$ cat config.mk
export PLATFORM = sky130hd
export DESIGN_NAME = btpc_div
export DESIGN_NICKNAME = d
export VERILOG_FILES = /design/src/hw/rtl/btpc_pkg.sv /design/src/hw/rtl/btpc_div.sv
export SDC_FILE = /design/constraint.sdc
export NUM_CORES = 2
export LEC_CHECK = 0
export ABC_AREA = 1
export BUFFER_PORTS_ARGS = -buffer_cell sky130_fd_sc_hd__clkbuf_2
export CAP_MARGIN = 10
export CORE_UTILIZATION = 45
export DETAILED_ROUTE_END_ITERATION = 6
export GPL_TIMING_DRIVEN = 0
export SLEW_MARGIN = 20
export SYNTH_ARGS = -nofsm -noshare
export SYNTH_HDL_FRONTEND = slang
export SYNTH_SLANG_ARGS = --single-unit
$ cat constraint.sdc
create_clock -name i_clk -period 4 [get_ports i_clk]
set_input_delay 1 -clock i_clk [delete_from_list [all_inputs] [get_ports i_clk]]
set_output_delay 1 -clock i_clk [all_outputs]
set_load 0.03 [all_outputs]
$ cat src/hw/rtl/btpc_pkg.sv
package btpc_pkg;

    // port and field widths
    localparam int ADDR_W = 5;
    localparam int DATA_W = 64;
    localparam int UT_W   = 16;
    localparam int UPB_W  = 24;
    localparam int UP_W   = 19;
    localparam int T_W    = 16;
    localparam int P_W    = 18;

    // divider geometry: temperature path and pressure path
    localparam int D1_NUM_W  = 27;
    localparam int D1_DEN_W  = 20;
    localparam int D1_SIDE_W = 40;
    localparam int D2_NUM_W  = 33;
    localparam int D2_DEN_W  = 17;
    localparam int D2_SIDE_W = 18;

    // compensation constants
    localparam logic signed [29:0] C_T_OFFSET = 30'sd4000;
    localparam logic [31:0]        C_X3_BIAS  = 32'd32768;
    localparam logic [15:0]        C_P_SCALE  = 16'd50000;
    localparam logic [11:0]        C_P_K1     = 12'd3038;
    localparam logic signed [14:0] C_P_K2     = -15'sd7357;
    localparam logic signed [47:0] C_P_K3     = 48'sd3791;

    localparam logic signed [25:0] C_T_MAX = 26'sd32767;
    localparam logic signed [25:0] C_T_MIN = -26'sd32768;
    localparam logic signed [48:0] C_P_MAX = 49'sd262143;

    typedef enum logic [1:0] {
        REG_CAL_A = 2'd0,
        REG_CAL_B = 2'd1,
        REG_CAL_C = 2'd2,
        REG_OSS   = 2'd3
    } t_reg_idx;

endpackage

$ cat src/hw/rtl/btpc_div.sv
module btpc_div #(
    parameter int NUM_W  = btpc_pkg::D2_NUM_W,
    parameter int DEN_W  = btpc_pkg::D2_DEN_W,
    parameter int SIDE_W = btpc_pkg::D2_SIDE_W
) (
    input  logic              i_clk,
    input  logic              i_rst_n,
    input  logic              i_en,
    input  logic              i_valid,
    input  logic [NUM_W-1:0]  i_num,
    input  logic [DEN_W-1:0]  i_den,
    input  logic [SIDE_W-1:0] i_side,
    output logic              o_valid,
    output logic [NUM_W-1:0]  o_quo,
    output logic [SIDE_W-1:0] o_side
);
    import btpc_pkg::*;

    logic              r_vld  [NUM_W];
    logic [DEN_W-1:0]  r_rem  [NUM_W];
    logic [NUM_W-1:0]  r_acc  [NUM_W];
    logic [DEN_W-1:0]  r_den  [NUM_W];
    logic [SIDE_W-1:0] r_side [NUM_W];

    // one quotient bit per stage, msb first
    for (genvar k = 0; k < NUM_W; k++) begin : g_stage
        logic              a_vld;
        logic [DEN_W-1:0]  a_rem;
        logic [NUM_W-1:0]  a_acc;
        logic [DEN_W-1:0]  a_den;
        logic [SIDE_W-1:0] a_side;
        logic [DEN_W:0]    trial;
        logic [DEN_W:0]    diff;

        if (k == 0) begin : g_first
            assign a_vld  = i_valid;
            assign a_rem  = '0;
            assign a_acc  = i_num;
            assign a_den  = i_den;
            assign a_side = i_side;
        end else begin : g_next
            assign a_vld  = r_vld[k-1];
            assign a_rem  = r_rem[k-1];
            assign a_acc  = r_acc[k-1];
            assign a_den  = r_den[k-1];
            assign a_side = r_side[k-1];
        end

        assign trial = {a_rem, a_acc[NUM_W-1]};
        assign diff  = trial - {1'b0, a_den};

        always_ff @(posedge i_clk) begin
            if (!i_rst_n) begin
                r_vld[k] <= 1'b0;
            end else if (i_en) begin
                r_vld[k] <= a_vld;
            end
            if (i_en) begin
                if (!diff[DEN_W]) begin
                    r_rem[k] <= diff[DEN_W-1:0];
                    r_acc[k] <= {a_acc[NUM_W-2:0], 1'b1};
                end else begin
                    r_rem[k] <= trial[DEN_W-1:0];
                    r_acc[k] <= {a_acc[NUM_W-2:0], 1'b0};
                end
                r_den[k]  <= a_den;
                r_side[k] <= a_side;
            end
        end
    end

    assign o_valid = r_vld[NUM_W-1];
    assign o_quo   = r_acc[NUM_W-1];
    assign o_side  = r_side[NUM_W-1];

endmodule

==> impl_metrics.sql <==
INSERT INTO impl_metrics (metric_group, metric, value, unit) VALUES
('outcome', 'run_status', 'completed', ''),
('pwr', 'p_leak', '0.0619', 'µW'),
('timing', 'maxSlewHeadroom', '48.5', '%'),
('timing', 'finalMaxSlewViolations', '0', ''),
('die', 'rows', '194', ''),
('routing', 'drtAntennaViolNets', '0', ''),
('die', 'die_area', '282000', 'µm²'),
('synthesis', 'netlist_area', '126000', 'µm²'),
('timing', 'finalWorstPathRequiredPeriod', '3.92', 'ns'),
('global_routing', 'grt_first_pass_wirelength', '440', 'mm'),
('die', 'chipHeight', '531', 'µm'),
('worst_setup_path', 'cp.required', '4.73', 'ns'),
('routing', 'dr_vias', '76800', ''),
('cts', 'cts_buffers', '308', ''),
('synthesis', 'synthTopCellsByCount', 'nand2_1 (3004), edfxtp_1 (2802), inv_1 (1430), nand4_1 (561), nor2_1 (547)', ''),
('worst_setup_path', 'timing_worst_setup_path_type', 'in -> reg', ''),
('routing', 'wl', '283', 'mm'),
('worst_setup_path', 'worst_path_largest_cell_delay', '0.44', 'ns'),
('timing', 'setup_viol', '0', ''),
('final_layout', 'layout.cells.non_filler', '15300', ''),
('worst_setup_path', 'cp-end-kind', 'flop', ''),
('cts', 'clock_tree.htree_level_count', '5', ''),
('routing', 'via_per_inst', '5.03', ''),
('cts', 'clkLatencyLatePin', '0.91', 'ns'),
('synthesis', 'postSynthAreaPerCell', '11.7', 'µm²'),
('worst_setup_path', 'critPathMostFrequentCell', 'buf_16', ''),
('synthesis', 'ys_seq_area_share', '66.7', '%'),
('placement', 'detailed_place.area', '133000', 'µm²'),
('pwr', 'power_density', '718', 'nW/µm²'),
('global_routing', 'grt_pass1_vias', '76800', ''),
('die', 'core-area', '279000', 'µm²'),
('cts', 'buffer_levels_on_the_longest_clock_path', '4', ''),
('timing', 'final_critical_path_setup_slack', '0.0811', 'ns'),
('placement', 'gp_routability_congestion', '0.894', ''),
('pwr', 'ir_worst_vdd', '0.363', 'mV'),
('synthesis', 'synthCells', '10800', ''),
('worst_setup_path', 'timing.critical_path.from_type', 'primary input', ''),
('global_routing', 'gr_met2_demand_resource', '32.6', '%'),
('cts', 'clk_pin_slew_worst_paths', '0.06', 'ns'),
('global_routing', 'top_usage_layer', 'met2', ''),
('timing', 'layout_worst_path_cycle_share', '98.0', '%'),
('worst_setup_path', 'worstPathArrival', '4.65', 'ns'),
('final_layout', 'synthToLayoutAreaGrowth', '13.0', '%'),
('global_routing', 'grt_util_met1', '27.7', '%'),
('final_layout', 'final_layout_size_suffix_gt1_share', '8.43', '%'),
('placement', 'place_ws', '-1.60', 'ns'),
('routing', 'routedWlPerCell', '18.6', 'µm'),
('placement', 'port_buffers', '123', ''),
('timing', 'clock_skew', '0.0441', 'ns'),
('global_routing', 'grt_util_all_layers', '19.9', '%'),
('routing', 'initialDrtViolationCount', '5520', ''),
('routing', 'firstDrtPassIters', '6', ''),
('worst_setup_path', 'worstPathMaxFanout', '81', ''),
('timing', 'grt_setup_unrepaired', 'yes', ''),
('final_layout', 'layout.nets', '11900', ''),
('placement', 'dp_hpwl', '211', 'mm'),
('timing', 'report.final.hold_viol_count', '0', ''),
('cts', 'clk_root_buffer_cell', 'clkbuf_16', ''),
('synthesis', 'synth_top_area_share', '66.7', '%'),
('global_routing', 'initial_antenna_violation_count', '3', ''),
('cts', 'postCtsSetupRepairBufs', '0', ''),
('synthesis', 'synthesis.nets', '11500', ''),
('worst_hold_path', 'holdCritPathClass', 'in -> reg', ''),
('synthesis', 'synth-async-reset-ratio', '0', '%'),
('routing', 'post-route-drc-count', '0', ''),
('die', 'start_util', '45.2', '%'),
('worst_setup_path', 'crit_chain', 'clkbuf_8 > buf_16 > buf_16 > buf_16 > buf_2 > buf_4 > buf_4 > clkbuf_4 > nand2_1 > inv_1', ''),
('global_routing', 'globalRoute.totalOverflow', '0', ''),
('global_routing', 'grtUsageMet3', '2.75', '%'),
('synthesis', 'yosys.area.top_type', 'edfxtp_1', ''),
('synthesis', 'synth_warnings', '0', '');
-- registers in the layout (all words and copies together), names as in the netlist --
name,cells
r_vld,33
r_side,594
r_acc,1089
r_den,544
r_rem,544
-- where the power goes --
part / internal (µW) / switching, µW / leakage, µW
Combinational: 11600 / 22100 / 0.0296
Sequential: 38400 / 2740 / 0.0275
Clock: 15900 / 11500 / 0.00476
-- path summary, 6_finish.rpt --
check        slack, ns                   start  depth (start not counted)                       to
min reg2reg       0.38  r_acc[13][5]$_DFFE_PP_                          0   r_acc[14][6]$_DFFE_PP_
min               0.26               i_num[22]                          1   r_acc[0][23]$_DFFE_PP_
max               0.08                    i_en                         10  r_acc[32][25]$_DFFE_PP_
max reg2reg       1.24  r_acc[5][32]$_DFFE_PP_                         11   r_rem[6][16]$_DFFE_PP_
-- critical path: cells and delay by family --
family                 cells  cell delay (ns)
buffers and inverters      9             3.11
AND/OR/NAND/NOR            1             0.25
-- layout by cell type (no fill, tap or decap), types with 45 or more instances in the layout --
| cell type | Yosys | final |
|---|---|---|
| nor2_1 | 547 | 547 |
| clkinv_2 | 0 | 47 |
| nor3_1 | 68 | 68 |
| a21o_1 | 156 | 156 |
| inv_1 | 1430 | 1430 |
| nand2_2 | 45 | 45 |
| buf_2 | 60 | 55 |
| nand4_1 | 561 | 561 |
| edfxtp_1 | 2802 | 2802 |
| clkbuf_2 | 0 | 151 |
| nand3_1 | 393 | 393 |
| o21ai_0 | 94 | 94 |
| xnor2_1 | 62 | 62 |
| nand3_2 | 52 | 52 |
| xor2_1 | 225 | 225 |
| clkbuf_16 | 0 | 311 |
| clkbuf_1 | 73 | 69 |
| a21oi_1 | 398 | 398 |
| ha_1 | 545 | 545 |
| nand2_1 | 3004 | 3003 |
| clkinv_1 | 0 | 72 |
-- metal layers --
layer,part of all wire (%),routed length [µm]
met1,47,132000
met2,47,132000
met3,4.4,12400
met4,2.4,6900
met5,0,0
-- cells by family (layout without fill, tap and decap cells) --
family          after synthesis  in the layout  synth area share [%]
buf+inv                    1630           2355                  5.17
other cells                   0              1                     0
simple gates               4815           4815                  17.1
fa+ha+maj                   576            576                  5.90
compound gates              692            692                  3.14
xor+xnor                    287            287                  1.99
flops                      2804           2804                  66.7
-- per-stage QoR --
stage	TNS [ns]	util, %	hold WS, ns
floorplan	0	-	0.400
global placement	-	47.1	0.400
detailed placement	-1106.93	47.5	0.405
CTS	0	51.0	0.180
global route	-2.71	51.0	0.198
finish	0	51.0	0.260
-- cell type report --
cell class / count / area, µm² / area share (%)
Tap cell: 3724 / 4660 / 3.27
Sequential cell: 2804 / 84200 / 59.1
Antenna cell: 1 / 2.50 / 0.00176
Timing Repair Buffer: 167 / 1660 / 1.16
Multi-Input combinational cell: 6370 / 35500 / 24.9
Clock buffer: 364 / 7980 / 5.60
Buffer: 199 / 1340 / 0.938
Inverter: 1431 / 5370 / 3.77
Clock inverter: 194 / 1830 / 1.28
-- what timing repair did --
action	CTS	global route
hold buffers	0	0
gates resized for setup	11	50
setup endpoints to repair	133	278
(Power assumes the default switching activity.)
